--- config.mk ---
export PLATFORM = sky130hd
export DESIGN_NAME = vendor_element_frame_classifier_unit_flat
export DESIGN_NICKNAME = d
export VERILOG_FILES = /design/src/sv/vefc_pkg.sv /design/src/sv/vefc_if.sv /design/src/sv/vefc_cell.sv /design/src/sv/vefc_hdr.sv /design/src/sv/vendor_element_frame_classifier_unit.sv /design/src/flat_wrapper.sv
export SDC_FILE = /design/constraint.sdc
export NUM_CORES = 1
export LEC_CHECK = 0
export BUFFER_PORTS_ARGS = -buffer_cell sky130_fd_sc_hd__buf_2
export CORE_MARGIN = 2
export CORE_UTILIZATION = 45
export CTS_BUF_LIST = sky130_fd_sc_hd__clkbuf_16
export DETAILED_ROUTE_END_ITERATION = 8
export REMOVE_ABC_BUFFERS = 1
export SETUP_SLACK_MARGIN = 0.02
export SYNTH_ARGS = -nofsm -noshare
export SYNTH_HDL_FRONTEND = slang
export SYNTH_SLANG_ARGS = --single-unit
--- constraint.sdc ---
create_clock -name clk_i -period 5.65 [get_ports clk_i]
set_input_delay 0.565 -clock clk_i [delete_from_list [all_inputs] [get_ports clk_i]]
set_output_delay 0.565 -clock clk_i [all_outputs]
set_load 0.005 [all_outputs]
--- src/sv/vefc_pkg.sv ---
`default_nettype none
package vefc_pkg;

  localparam int unsigned HDR_LEN     = 30;
  localparam int unsigned WIN_LEN     = 8;
  localparam int unsigned ADDR_NUM    = 4;
  localparam int unsigned ADDR_BYTES  = 6;
  localparam int unsigned PAT_BYTES   = 5;
  localparam int unsigned PAT_W       = 8 * PAT_BYTES;
  localparam int unsigned ADDR_W      = 8 * ADDR_BYTES;
  localparam int unsigned POS_W       = 16;
  localparam int unsigned HDR_IDX_W   = $clog2(HDR_LEN);

  localparam logic [POS_W-1:0] MAX_FRAME_LEN = 16'd65535;
  localparam logic [POS_W-1:0] WIN_FULL_POS  = 16'd7;
  localparam logic [POS_W-1:0] HDR_LEN_POS   = 16'd30;

  localparam logic [7:0] ELEMENT_ID   = 8'hdd;
  localparam logic [7:0] TYPE_STATION = 8'h01;
  localparam logic [7:0] TYPE_VEHICLE = 8'h02;

  localparam logic [PAT_W-1:0] PATTERN_RESET = 40'h70b3d53190;

  localparam int unsigned ADDR_OFF [ADDR_NUM] = '{4, 10, 16, 24};
  localparam int unsigned ADDR2_SEL = 1;
  localparam int unsigned ADDR3_SEL = 2;

  typedef logic [7:0]        byte_t;
  typedef logic [ADDR_W-1:0] addr_t;

  typedef enum logic [1:0] {
    CLASS_NONE    = 2'd0,
    CLASS_STATION = 2'd1,
    CLASS_VEHICLE = 2'd2,
    CLASS_KNOWN   = 2'd3
  } class_e;

  typedef struct packed {
    logic shift;
    logic clr;
  } cell_ctrl_t;

  typedef struct packed {
    logic  care;
    byte_t value;
  } cell_ref_t;

  typedef struct packed {
    logic                 wr;
    logic                 clr;
    logic [HDR_IDX_W-1:0] idx;
    byte_t                data;
  } hdr_ctrl_t;

endpackage
`default_nettype wire

--- src/sv/vefc_if.sv ---
`default_nettype none
interface vefc_in_if;
  logic       valid;
  logic       ready;
  logic [7:0] frame_byte;
  logic       last_byte;

  modport source (output valid, output frame_byte, output last_byte, input ready);
  modport sink   (input valid, input frame_byte, input last_byte, output ready);
endinterface

interface vefc_out_if;
  logic        valid;
  logic        ready;
  logic [1:0]  class_code;
  logic [47:0] station_address;
  logic [47:0] vehicle_address;

  modport source (output valid, output class_code, output station_address,
                  output vehicle_address, input ready);
  modport sink   (input valid, input class_code, input station_address,
                  input vehicle_address, output ready);
endinterface

interface vefc_cfg_if;
  logic        valid;
  logic        ready;
  logic [39:0] data;

  modport source (output valid, output data, input ready);
  modport sink   (input valid, input data, output ready);
endinterface
`default_nettype wire

--- src/sv/vefc_cell.sv ---
`default_nettype none
module vefc_cell (
  input  wire logic                  clk_i,
  input  wire logic                  rst_ni,
  input  wire vefc_pkg::cell_ctrl_t  ctrl_i,
  input  wire vefc_pkg::byte_t       data_i,
  input  wire vefc_pkg::cell_ref_t   ref_i,
  output vefc_pkg::byte_t            data_o,
  output logic                       hit_o
);
  import vefc_pkg::*;

  byte_t data_q, data_d;

  always_comb begin
    data_d = data_q;
    if (ctrl_i.clr) begin
      data_d = '0;
    end else if (ctrl_i.shift) begin
      data_d = data_i;
    end
  end

  always_ff @(posedge clk_i or negedge rst_ni) begin
    if (!rst_ni) begin
      data_q <= '0;
    end else begin
      data_q <= data_d;
    end
  end

  assign data_o = data_q;
  assign hit_o  = !ref_i.care || (data_i == ref_i.value);

endmodule
`default_nettype wire

--- src/sv/vefc_hdr.sv ---
`default_nettype none
module vefc_hdr (
  input  wire logic                 clk_i,
  input  wire logic                 rst_ni,
  input  wire vefc_pkg::hdr_ctrl_t  ctrl_i,
  output vefc_pkg::addr_t           addr_o [vefc_pkg::ADDR_NUM]
);
  import vefc_pkg::*;

  byte_t hdr_q [HDR_LEN];
  byte_t hdr_n [HDR_LEN];

  always_comb begin
    for (int i = 0; i < HDR_LEN; i++) begin
      hdr_n[i] = (ctrl_i.wr && (ctrl_i.idx == HDR_IDX_W'(i))) ? ctrl_i.data : hdr_q[i];
    end
  end

  always_comb begin
    for (int a = 0; a < ADDR_NUM; a++) begin
      for (int k = 0; k < ADDR_BYTES; k++) begin
        addr_o[a][8*(ADDR_BYTES-1-k) +: 8] = hdr_n[ADDR_OFF[a] + k];
      end
    end
  end

  always_ff @(posedge clk_i or negedge rst_ni) begin
    if (!rst_ni) begin
      for (int i = 0; i < HDR_LEN; i++) begin
        hdr_q[i] <= '0;
      end
    end else begin
      for (int i = 0; i < HDR_LEN; i++) begin
        hdr_q[i] <= ctrl_i.clr ? 8'h00 : hdr_n[i];
      end
    end
  end

endmodule
`default_nettype wire

--- src/sv/vendor_element_frame_classifier_unit.sv ---
// Vendor element frame classifier.
// in_i carries one frame byte per beat with last_byte on the final byte;
// out_o carries one beat per frame: class_code plus the learned station and
// vehicle addresses after that frame. cfg_i writes the 40-bit vendor
// pattern and is always ready; write it only while no frame is in flight.
// A row of eight byte cells holds the scan window and shifts once per
// accepted byte among the first 65535 of a frame; cell 0 checks its
// incoming byte against the element ID and cells 2..6 against their slot
// of the pattern, combinationally. Header bytes 0..29 sit in a separate
// store that feeds four address compares. Throughput: one byte per cycle
// while in_i.ready is high. The result beat is valid in the cycle after
// the last byte is accepted, from an output register. in_i.ready drops
// only while a result beat waits and out_o.ready is low; the input then
// stalls until the beat is taken. Reset clears the window, header store,
// position, learned addresses and restores the default vendor pattern.
`default_nettype none
module vendor_element_frame_classifier_unit (
  input  wire logic  clk_i,
  input  wire logic  rst_ni,
  vefc_in_if.sink    in_i,
  vefc_out_if.source out_o,
  vefc_cfg_if.sink   cfg_i
);
  import vefc_pkg::*;

  logic [PAT_W-1:0] pattern_q;
  logic [POS_W-1:0] pos_q, pos_d;
  class_e           fm_q, fm_d;
  addr_t            station_q, station_d;
  addr_t            vehicle_q, vehicle_d;
  logic             out_vq;
  class_e           out_class_q, class_d;
  addr_t            out_station_q, out_vehicle_q;

  logic       in_acc, shift, frame_end;
  cell_ctrl_t cell_ctrl;
  hdr_ctrl_t  hdr_ctrl;
  byte_t      win_q   [WIN_LEN];
  byte_t      cell_in [WIN_LEN];
  cell_ref_t  cell_ref [WIN_LEN];
  logic [WIN_LEN-1:0] cell_hit;
  addr_t      hdr_addr [ADDR_NUM];
  class_e     win_code;
  logic       known;

  assign cfg_i.ready = 1'b1;
  assign in_i.ready  = !out_vq || out_o.ready;
  assign in_acc      = in_i.valid && in_i.ready;
  assign shift       = in_acc && (pos_q != MAX_FRAME_LEN);
  assign frame_end   = in_acc && in_i.last_byte;

  assign cell_ctrl.shift = shift;
  assign cell_ctrl.clr   = frame_end;

  always_comb begin
    for (int k = 0; k < WIN_LEN; k++) begin
      cell_in[k]  = (k == WIN_LEN - 1) ? in_i.frame_byte : win_q[(k + 1) % WIN_LEN];
      cell_ref[k] = '{care: 1'b0, value: 8'h00};
      if (k == 0) begin
        cell_ref[k] = '{care: 1'b1, value: ELEMENT_ID};
      end else if (k >= 2 && k < 2 + PAT_BYTES) begin
        cell_ref[k] = '{care: 1'b1, value: pattern_q[8*(PAT_BYTES+1-k) +: 8]};
      end
    end
  end

  for (genvar g = 0; g < WIN_LEN; g++) begin : g_cell
    vefc_cell u_cell (
      .clk_i  (clk_i),
      .rst_ni (rst_ni),
      .ctrl_i (cell_ctrl),
      .data_i (cell_in[g]),
      .ref_i  (cell_ref[g]),
      .data_o (win_q[g]),
      .hit_o  (cell_hit[g])
    );
  end

  assign hdr_ctrl.wr   = shift && (pos_q < HDR_LEN_POS);
  assign hdr_ctrl.clr  = frame_end;
  assign hdr_ctrl.idx  = pos_q[HDR_IDX_W-1:0];
  assign hdr_ctrl.data = in_i.frame_byte;

  vefc_hdr u_hdr (
    .clk_i  (clk_i),
    .rst_ni (rst_ni),
    .ctrl_i (hdr_ctrl),
    .addr_o (hdr_addr)
  );

  always_comb begin
    win_code = CLASS_NONE;
    if (&cell_hit) begin
      if (in_i.frame_byte == TYPE_STATION) begin
        win_code = CLASS_STATION;
      end else if (in_i.frame_byte == TYPE_VEHICLE) begin
        win_code = CLASS_VEHICLE;
      end
    end
  end

  always_comb begin
    known = 1'b0;
    for (int a = 0; a < ADDR_NUM; a++) begin
      if (hdr_addr[a] == station_q || hdr_addr[a] == vehicle_q) begin
        known = 1'b1;
      end
    end
  end

  always_comb begin
    fm_d      = fm_q;
    pos_d     = pos_q;
    station_d = station_q;
    vehicle_d = vehicle_q;
    class_d   = CLASS_NONE;
    if (shift) begin
      pos_d = pos_q + 16'd1;
      if (pos_q >= WIN_FULL_POS && fm_q == CLASS_NONE) begin
        fm_d = win_code;
      end
    end
    case (fm_d)
      CLASS_STATION: begin
        class_d   = CLASS_STATION;
        station_d = hdr_addr[ADDR3_SEL];
      end
      CLASS_VEHICLE: begin
        class_d   = CLASS_VEHICLE;
        vehicle_d = hdr_addr[ADDR2_SEL];
      end
      default: begin
        class_d = known ? CLASS_KNOWN : CLASS_NONE;
      end
    endcase
    if (frame_end) begin
      fm_d  = CLASS_NONE;
      pos_d = '0;
    end else begin
      station_d = station_q;
      vehicle_d = vehicle_q;
    end
  end

  always_ff @(posedge clk_i or negedge rst_ni) begin
    if (!rst_ni) begin
      pattern_q <= PATTERN_RESET;
      pos_q     <= '0;
      fm_q      <= CLASS_NONE;
      station_q <= '0;
      vehicle_q <= '0;
      out_vq    <= 1'b0;
    end else begin
      if (cfg_i.valid) begin
        pattern_q <= cfg_i.data;
      end
      pos_q     <= pos_d;
      fm_q      <= fm_d;
      station_q <= station_d;
      vehicle_q <= vehicle_d;
      if (frame_end) begin
        out_vq <= 1'b1;
      end else if (out_o.ready) begin
        out_vq <= 1'b0;
      end
    end
  end

  always_ff @(posedge clk_i) begin
    if (frame_end) begin
      out_class_q   <= class_d;
      out_station_q <= station_d;
      out_vehicle_q <= vehicle_d;
    end
  end

  assign out_o.valid           = out_vq;
  assign out_o.class_code      = out_class_q;
  assign out_o.station_address = out_station_q;
  assign out_o.vehicle_address = out_vehicle_q;

endmodule
`default_nettype wire

--- src/flat_wrapper.sv ---
// flat-port wrapper written by rule: the top's interface ports become plain ports
module vendor_element_frame_classifier_unit_flat import vefc_pkg::*;
  (clk_i, rst_ni, in_i_valid, in_i_frame_byte, in_i_last_byte, in_i_ready, out_o_valid, out_o_class_code, out_o_station_address, out_o_vehicle_address, out_o_ready, cfg_i_valid, cfg_i_data, cfg_i_ready);
  vefc_in_if in_i_i ();
  vefc_out_if out_o_i ();
  vefc_cfg_if cfg_i_i ();
  input  wire logic clk_i;
  input  wire logic rst_ni;
  input wire logic [$bits(in_i_i.valid)-1:0] in_i_valid;
  input wire logic [$bits(in_i_i.frame_byte)-1:0] in_i_frame_byte;
  input wire logic [$bits(in_i_i.last_byte)-1:0] in_i_last_byte;
  output wire logic [$bits(in_i_i.ready)-1:0] in_i_ready;
  output wire logic [$bits(out_o_i.valid)-1:0] out_o_valid;
  output wire logic [$bits(out_o_i.class_code)-1:0] out_o_class_code;
  output wire logic [$bits(out_o_i.station_address)-1:0] out_o_station_address;
  output wire logic [$bits(out_o_i.vehicle_address)-1:0] out_o_vehicle_address;
  input wire logic [$bits(out_o_i.ready)-1:0] out_o_ready;
  input wire logic [$bits(cfg_i_i.valid)-1:0] cfg_i_valid;
  input wire logic [$bits(cfg_i_i.data)-1:0] cfg_i_data;
  output wire logic [$bits(cfg_i_i.ready)-1:0] cfg_i_ready;
  assign in_i_i.valid = in_i_valid;
  assign in_i_i.frame_byte = in_i_frame_byte;
  assign in_i_i.last_byte = in_i_last_byte;
  assign in_i_ready = in_i_i.ready;
  assign out_o_valid = out_o_i.valid;
  assign out_o_class_code = out_o_i.class_code;
  assign out_o_station_address = out_o_i.station_address;
  assign out_o_vehicle_address = out_o_i.vehicle_address;
  assign out_o_i.ready = out_o_ready;
  assign cfg_i_i.valid = cfg_i_valid;
  assign cfg_i_i.data = cfg_i_data;
  assign cfg_i_ready = cfg_i_i.ready;
  vendor_element_frame_classifier_unit u_core (.clk_i(clk_i), .rst_ni(rst_ni), .in_i(in_i_i), .out_o(out_o_i), .cfg_i(cfg_i_i));
endmodule
---- Word-level counts from Yosys, hierarchy flattened ----
Cells that the tools add are included.
W data, S select, Z words.
operators by class
  add/sub/neg operators ................... 1
  order comparisons ....................... 2
  equal/unequal tests ..................... 43
  mux-type cells .......................... 82
  reductions and logical operators ........ 39
operators by type and width
  kind                     number
  $mux W8                  62
  $eq A48 B48 Y1           8
  $mux W48                 4
  $eq A5 B5 Y1 const B     12
  $eq A5 B4 Y1 const B     8
  $eq A8 B8 Y1             5
  $mux W16                 2
  $logic_and A1 B1 Y1      29
  $eq A5 B3 Y1 const B     4
  $add A16 B1 Y16 const B  1
  $ge A16 B3 Y1 const B    1
  $lt A16 B5 Y1 const B    1
  $ne A16 B16 Y1 const B   1
  $mux W2                  7
  $eq A8 B1 Y1 const B     1
  $eq A8 B2 Y1 const B     1
  $eq A8 B8 Y1 const B     1
  $mux W1                  6
  $reduce_and A6 Y1        1
  $logic_or A1 B1 Y1       5
  $pmux W2 S2              1
  $reduce_bool A2 Y1       2
  $eq A2 B1 Y1 const B     1
  $eq A2 B2 Y1 const B     1
  other kinds (2)          2
word-level totals
  register bits ........................... 501
  input bits .............................. 54
  output and inout port bits .............. 101
  logic and storage cells ................. 207

---- Depth between registers and ports, before layout ----
Gate-level depths: netlist of run 1.
  word-level depth ........................ 15
  gate-level depth with buffers ........... 17
  depth with buffers taken out ............ 13

---- By module ----
A second synthesis of run 1 with hierarchy kept.
unflattened totals
  cell total of the unflattened synthesis .. 2318
  area, all modules ....................... 27910.5 µm²
modules (own cells, without submodules)
  module                                times used  cells an instance  area each (µm²)  sequential area each (µm²)
  vendor_element_frame_classifier_unit  1           1119               13666.9          6844.1
  vefc_hdr                              1           903                10940.5          4804.6
  vefc_cell                             8           37                 412.9            200.2

---- Worst setup path before layout of run 1 ----
Ideal clock, no wire load.
  path kind ............................... input to register
  start point ............................. input out_o_ready
  end point ............................... register u_core.out_class_q[0] (netlist: u_core.out_o.class_code[0]), enable pin
  setup time .............................. 0.501 ns
  arrival time ............................ 4.075 ns
  required time ........................... 5.149 ns
  setup slack ............................. 1.075 ns
  stages on the path ...................... 5
  path buffers ............................ 2
  path through ............................ nand2b_1 -> nand3_1 -> inv_1 -> clkbuf_1 -> clkbuf_1
on the way
  word-level cells in the longest chain between the ends .. 3
RTL lines
  item                  line                                         source
  from (decl)           flat_wrapper.sv:17                           input wire logic [$bits(out_o_i.ready)-1:0] out_o_ready;
  $logic_or A1 B1 Y1    vendor_element_frame_classifier_unit.sv:47   assign in_i.ready = !out_vq || out_o.ready;
  $logic_and A1 B1 Y1   vendor_element_frame_classifier_unit.sv:48   assign in_acc = in_i.valid && in_i.ready;
  $logic_and A1 B1 Y1   vendor_element_frame_classifier_unit.sv:50   assign frame_end = in_acc && in_i.last_byte;
  via u_core.frame_end  vendor_element_frame_classifier_unit.sv:35   logic in_acc, shift, frame_end;
  to (signal assigned)  vendor_element_frame_classifier_unit.sv:171  out_class_q <= class_d;
  to (decl)             vendor_element_frame_classifier_unit.sv:32   class_e out_class_q, class_d;
The timed path passes the listed nets, and every way through them passes these cells.
A chain may end at the register's enable or synchronous reset.

---- Final worst setup path of run 1 ----
  start point ............................. register u_core.pos_q[3]
  end point ............................... register u_core.out_class_q[1] (netlist: u_core.out_o.class_code[1]) (data pin)
on the way
  word-level cells in the longest chain between the ends .. 13
  elaborated cells between the ends (all ways) .. 100
  classes of those cells .................. order compare: 2; eq/ne: 35; mux: 32; reduce/logical: 31
RTL lines
  item                                                    line                                         source
  from (decl)                                             vendor_element_frame_classifier_unit.sv:27   logic [POS_W-1:0] pos_q, pos_d;
  from (signal assigned)                                  vendor_element_frame_classifier_unit.sv:157  pos_q <= pos_d;
  branches (longest 12 deep; another with $lt A16 B5 Y1)  n/a
  $pmux W2 S2 (*)                                         vendor_element_frame_classifier_unit.sv:123  case (fm_d)
  via u_core.class_d[1]                                   vendor_element_frame_classifier_unit.sv:32
Mark *: on every way through the listed nets, which the timed path passes.

==> results.toml, run 1 <==
[power_and_ir_drop]
power_density_nw_per_um2 = 268
p_sw_mw = 2.29
combPwrFrac = 0.101
ir_drop_uv = 249
p_seq_frac = 0.464
p_clk_frac = 0.436
p_leak_nw = 14.1
intPower_mw = 6.02
switching_share = 0.276

[clocking]
numCtsBuffers = 55
clkTransAtPathRegs_ns = 0.07
post_cts_buffers = 0
cts-htree-levels = 2
postCtsResizedCells = 0
clk_path_buf_depth = 3
cts_tree = "built"
cts-hold-fix-buffers = 1
root_buffer = "clkbuf_16"
clock-sinks = 501
insertion_delay_ns = 0.66

[timing]
fin_crit_sh = 0.915
skew_ns = 0.0528
min_period_ns = 5.17
setup_slack_ns = 0.482
tightest_slew_ns = 1.35
max_freq_ghz = 0.193
slew_violations = 0
setup_viol = 0
rsz0062_at_grt = "false"
setup_tns_ns = 0
hold_viol = 0
slew_headroom = 0.0774

[place]
pre_cts_slack_ns = 0.538
dpl.cell_count = 3653
place_area_um2 = 29200
gp_congestion = 1.09
hpwl_um = 102000
io_buffers = 153

[grt]
grt_max_degree = 145
grt-ovfl-total = 0
antenna_found_initial = 10
grt_pass1_vias = 23800
grt_pass1_wl_um = 186000
track_usage = 0.426

[floorplanning]
dieHeight_um = 250
die-area_um2 = 62700
initial_core_util = 0.454
fp.coreArea_um2 = 60100
num_io_pins = 155
placementRows = 90
die_w_um = 250

[finish]
fin_area_um2 = 31000
layout.cells.non_filler = 3760
syn2layout_area_growth_pct = 13.5
drive_gt1_frac = 0.157
nFillCells = 5539
utilization = 0.516
finish.net_count = 2990

[detailed_routing]
vias = 24500
drt-initial-drc-count = 3499
ant_nets = 0
drt_wl_total_um = 135000
via_per_inst = 6.51
drc = 0
wire_per_inst_um = 35.8
drt_first_pass_iters = 6

[worst_setup_path]
worstPathMaxFanout = 22
worst_setup_path_end_kind = "flip-flop"
cp.arrival_ns = 5.68
start_kind = "flip-flop"
critPathKind = "flip-flop to flip-flop"
critPathRequiredTime_ns = 6.16

[synthesis]
synth_edf_count = 98
async_reset_ff_frac = 0.804
yosysWarningCount = 0
ys_types = 89
netlist_area_um2 = 27300
ys_seq_area_frac = 0.478
syn_inst = 2822
avgSynthCellArea_um2 = 9.68
ys.flop_type = "dfrtp_1"
synth_seq_cells = 501

[status]
status = "complete, no violations"

[min_path]
hold_path.class = "input port to flip-flop"

[run]
cap_violations = 0
per-layer routing:
layer / track usage / routed length [µm] / vias to the layer above
met5: 0 / 36 / -
met4: 0.259 / 10000 / 6
met3: 0.109 / 14300 / 376
met2: 0.607 / 55600 / 1659
met1: 0.582 / 54800 / 12300
li1: - / - / 10100
synthesized netlist by cell type, types with 11 or more instances:
library cell,count,area share
buf_1,20,0.0027
mux2_2,45,0.019
o2111ai_1,13,0.0042
o221ai_1,19,0.0061
nand4_1,64,0.015
a31oi_1,19,0.0044
nor2b_1,18,0.0041
xnor2_1,225,0.072
o22ai_1,43,0.0099
a221oi_1,12,0.0038
dfstp_2,18,0.017
nor4_1,58,0.013
mux2i_1,126,0.046
and3_1,11,0.0025
inv_1,95,0.013
dfrtp_1,385,0.35
a22oi_1,14,0.0038
nand2b_1,16,0.0037
xor2_1,138,0.044
nor2_1,309,0.042
edfxtp_1,98,0.11
a21oi_1,134,0.025
clkbuf_1,191,0.026
nor3_1,53,0.0097
nand3_1,43,0.0079
a22o_1,58,0.019
o21ai_0,168,0.031
nand2_1,240,0.033
sequential cells by signal, summed over array words and instances (netlist names):
name                          cells
u_core.pattern_q                 40
u_core.u_hdr.hdr_q              192
u_core.vehicle_q                 48
u_core.fm_q                       2
u_core.g_cell.u_cell.data_o      56
u_core.out_o.valid                1
u_core.out_o.class_code           2
u_core.out_o.vehicle_address     48
u_core.out_o.station_address     48
u_core.station_q                 48
u_core.pos_q                     16
logic make-up (layout without fill, tap and decap cells):
group	Yosys count	after routing	share of synthesized area
and+or+nand+nor	891	891	0.157
AOI/OAI and AO/OA	558	558	0.132
DFF	501	501	0.478
xor gates and xnor gates	363	363	0.116
buffers and inverters	328	481	0.0475
muxes	173	173	0.0661
adders and majority gates	7	7	0.00321
other	1	4	0.000137
worst max-delay path, cell delays in order, from the launching register on:
cell and delay (ns):
dfrtp_1 0.56, and3_4 0.30, and4_4 0.21, a41oi_4 0.48, buf_12 0.28, nand3_4 0.27, nor4_1 0.76, o22ai_1 0.32
nor4_1 0.50, nand4_1 0.25, o41ai_1 0.68, buf_4 0.22, nor4_1 0.06, a21oi_1 0.14
final cells by class:
type | count | area (µm²) | area share
Antenna cell | 3 | 7.51 | 0.000242
Clock inverter | 48 | 420 | 0.0136
Multi-Input combinational cell | 1993 | 13000 | 0.420
Timing Repair Buffer | 280 | 1780 | 0.0575
Sequential cell | 501 | 13100 | 0.421
Tap cell | 782 | 978 | 0.0316
Inverter | 98 | 375 | 0.0121
Clock buffer | 55 | 1380 | 0.0444
path summary, 6_finish.rpt:
kind / start / to / slack [ns] / cells after the start
setup / recovery: u_core.pos_q[3]$_DFFE_PN0P_ / u_core.out_o.class_code[1]$_DFFE_PP_ / 0.48 / 13
hold / removal: cfg_i_data[1] / u_core.pattern_q[1]$_DFFE_PN0P_ / 0.13 / 2
setup reg to reg: u_core.pos_q[3]$_DFFE_PN0P_ / u_core.out_o.class_code[1]$_DFFE_PP_ / 0.48 / 13
hold reg to reg: u_core.g_cell[2].u_cell.data_o[2]$_DFFE_PN0P_ / u_core.g_cell[1].u_cell.data_o[2]$_DFFE_PN0P_ / 0.50 / 1
max in group asynchronous: rst_ni / u_core.station_q[25]$_DFF_PN0_ / 3.71 / 3
min in group asynchronous: rst_ni / u_core.pattern_q[11]$_DFFE_PN0P_ / 0.47 / 2
cells in the final DEF, fill, tap and decap left out, types with 98 or more instances in the layout:
cell,n
mux2i_1,126
buf_4,122
a21oi_1,134
nor2_1,306
dfrtp_1,385
xor2_1,138
inv_1,108
edfxtp_1,98
o21ai_0,168
nand2_1,238
xnor2_1,225
buf_2,152
through the flow:
stage	hold WS [ns]	power [mW]
after global routing	0.137	8.52
after floorplan	0.269	4.25
after detailed placement	0.482	4.73
after global placement	0.481	4.72
after CTS	0.117	8.32
final	0.133	8.32
power by group through the flow:
| stage | Sequential [mW] | Clock (mW) | Combinational (mW) |
|---|---|---|---|
| floorplan | 3.91 | 0 | 0.342 |
| global placement | 3.91 | 0 | 0.805 |
| detailed placement | 3.92 | 0 | 0.808 |
| CTS | 3.85 | 3.66 | 0.813 |
| global route | 3.86 | 3.79 | 0.866 |
| finish | 3.85 | 3.62 | 0.838 |
(Power assumes the default switching activity.)
==> run 2: changes to the inputs <==
CTS_BUF_LIST = unset   (was sky130_fd_sc_hd__clkbuf_16)
CTS_CLUSTER_SIZE = 30   (was unset)
==> run 2 against run 1 <==
  * Sequential power about the same
  * Die area did not move
  * Via count is 0.16% higher
  * Count of clock-buffer cells in the layout increased by 16
  * Sequential share of layout area barely moved
==> results.toml, run 2 (synthesized netlist as in run 1, its figures left out) <==
[status]
status = "complete, no violations"

[clocking]
root_buffer = "clkbuf_16"
cts-htree-levels = 2
clock-sinks = 501
clkTransAtPathRegs_ns = 0.07
postCtsResizedCells = 0
numCtsBuffers = 55
clk_path_buf_depth = 3
insertion_delay_ns = 0.66
cts_tree = "built"

[floorplanning]
num_io_pins = 155
die-area_um2 = 62700
placementRows = 90
fp.coreArea_um2 = 60100
dieHeight_um = 250
initial_core_util = 0.454
die_w_um = 250

[timing]
setup_slack_ns = 0.317
hold_viol = 0
fin_hold_ws_ns = 0.134
min_period_ns = 5.33
fin_crit_sh = 0.944
setup_viol = 0
rsz0062_at_grt = "false"
tightest_slew_ns = 1.20
skew_ns = 0.0498
slew_violations = 0
max_freq_ghz = 0.188
slew_headroom = 0.182

[detailed_routing]
vias = 24500
drt-initial-drc-count = 3574
via_per_inst = 6.52
drt_first_pass_iters = 8
drt_wl_total_um = 135000
wire_per_inst_um = 35.8
ant_nets = 0
drc = 0

[min_path]
hp-start = "cfg_i_data[1]"
hold_depth = 2
hold_path.class = "input port to flip-flop"
hold_end = "u_core.pattern_q[1]$_DFFE_PN0P_"

[place]
pre_cts_slack_ns = 0.538
hpwl_um = 102000
io_buffers = 153
dpl.cell_count = 3653
gp_congestion = 1.09
place_area_um2 = 29200

[power_and_ir_drop]
switching_share = 0.274
intPower_mw = 6.07
p_leak_nw = 14.1
power_density_nw_per_um2 = 270
ir_drop_uv = 250
total_power_mw = 8.37
combPwrFrac = 0.100
p_seq_frac = 0.461
p_clk_frac = 0.439
p_sw_mw = 2.30

[worst_setup_path]
worstPathMaxFanout = 22
critPathKind = "flip-flop to flip-flop"
worst_setup_path_end_kind = "flip-flop"
cp-startpoint = "u_core.pos_q[3]$_DFFE_PN0P_"
start_kind = "flip-flop"
reg2regPathDepth = 13
cp.arrival_ns = 5.85
critPathRequiredTime_ns = 6.17
reg2reg_slack_ns = 0.32
reg2reg_to = "u_core.out_o.class_code[0]$_DFFE_PP_"
r2r-start = "u_core.pos_q[3]$_DFFE_PN0P_"

[finish]
largest_register_ffs = 192
syn2layout_area_growth_pct = 13.6
final_cell_mix = "385 x dfrtp_1, 306 x nor2_1, 238 x nand2_1, 225 x xnor2_1, 168 x o21ai_0"
largest_register = "u_core.u_hdr.hdr_q"
mostFrequentLayoutCell = "dfrtp_1"
finish.net_count = 2990
drive_gt1_frac = 0.157
layout.cells.non_filler = 3764
fin_area_um2 = 31000

[grt]
grt-ovfl-total = 0
grt_max_degree = 145
antenna_found_initial = 10
grt_pass1_wl_um = 187000
grt_pass1_vias = 23800
track_usage = 0.426

[run]
cap_violations = 0
## run 2: cell count changes in the layout (fill, tap and decap cells not counted)
| cell | delta |
|---|---|
| clkinv_1 | -2 |
| clkbuf_1 | +14 |
| diode_2 | +4 |
| clkbuf_8 | +2 |
| inv_1 | -14 |
## run 2: per-stage QoR
| step | utilization | setup TNS, ns |
|---|---|---|
| 2_1_floorplan | - | -1174.34 |
| 3_3_place_gp | 0.485 | 0 |
| 3_5_place_dp | 0.485 | 0 |
| 4_1_cts | 0.516 | 0 |
| 5_1_grt | 0.516 | 0 |
| 6_report | 0.516 | 0 |
## run 2: critical path: stages (launching register included)
cell,delay (ns)
dfrtp_1,0.56
and3_4,0.31
and4_4,0.21
a41oi_4,0.46
buf_12,0.28
nand3_4,0.27
nor4_1,0.83
o22ai_1,0.34
nor4_1,0.58
nand4_1,0.27
o41ai_1,0.67
buf_4,0.22
nor4_1,0.06
a21oi_1,0.15
## run 2: routing by layer
layer / global-route usage / up-vias / routed length, µm
met5: 0 / - / 36
met3: 0.109 / 389 / 14700
li1: - / 10100 / -
met1: 0.582 / 12400 / 54400
met4: 0.259 / 6 / 10200
met2: 0.607 / 1662 / 55500
## run 2: cell type report
class / instances / area [µm²]
Clock inverter: 32 / 360
Inverter: 98 / 375
Antenna cell: 7 / 17.5
Sequential cell: 501 / 13100
Timing Repair Buffer: 280 / 1780
Fill cell: 5533 / 29100
Multi-Input combinational cell: 1993 / 13000
Tap cell: 782 / 978
Clock buffer: 71 / 1460
## run 2: worst max path at each step
stage | to | slack (ns) | depth (start not counted)
after CTS | u_core.out_o.class_code[1]$_DFFE_PP_ | 0.58 | 13
after global routing | u_core.out_o.class_code[0]$_DFFE_PP_ | 0.39 | 13
after global placement | u_core.out_o.class_code[1]$_DFFE_PP_ | 0.50 | 13
after floorplan | u_core.g_cell[1].u_cell.data_o[0]$_DFFE_PN0P_ | -4.20 | 5
final | u_core.out_o.class_code[0]$_DFFE_PP_ | 0.32 | 13
after detailed placement | u_core.out_o.class_code[0]$_DFFE_PP_ | 0.54 | 13
## run 2: what timing repair did
action	in CTS	in global routing
buffers inserted	0	0
hold buffers	1	0
hold endpoints to repair	73	0
endpoints found under the setup margin	0	0
## run 2: power groups by stage
stage / Clock, mW / Combinational, mW / Sequential, mW
after CTS: 3.71 / 0.813 / 3.85
after detailed placement: 0 / 0.808 / 3.92
after global routing: 3.84 / 0.866 / 3.86
after floorplan: 0 / 0.342 / 3.91
final: 3.68 / 0.839 / 3.85
after global placement: 0 / 0.805 / 3.91
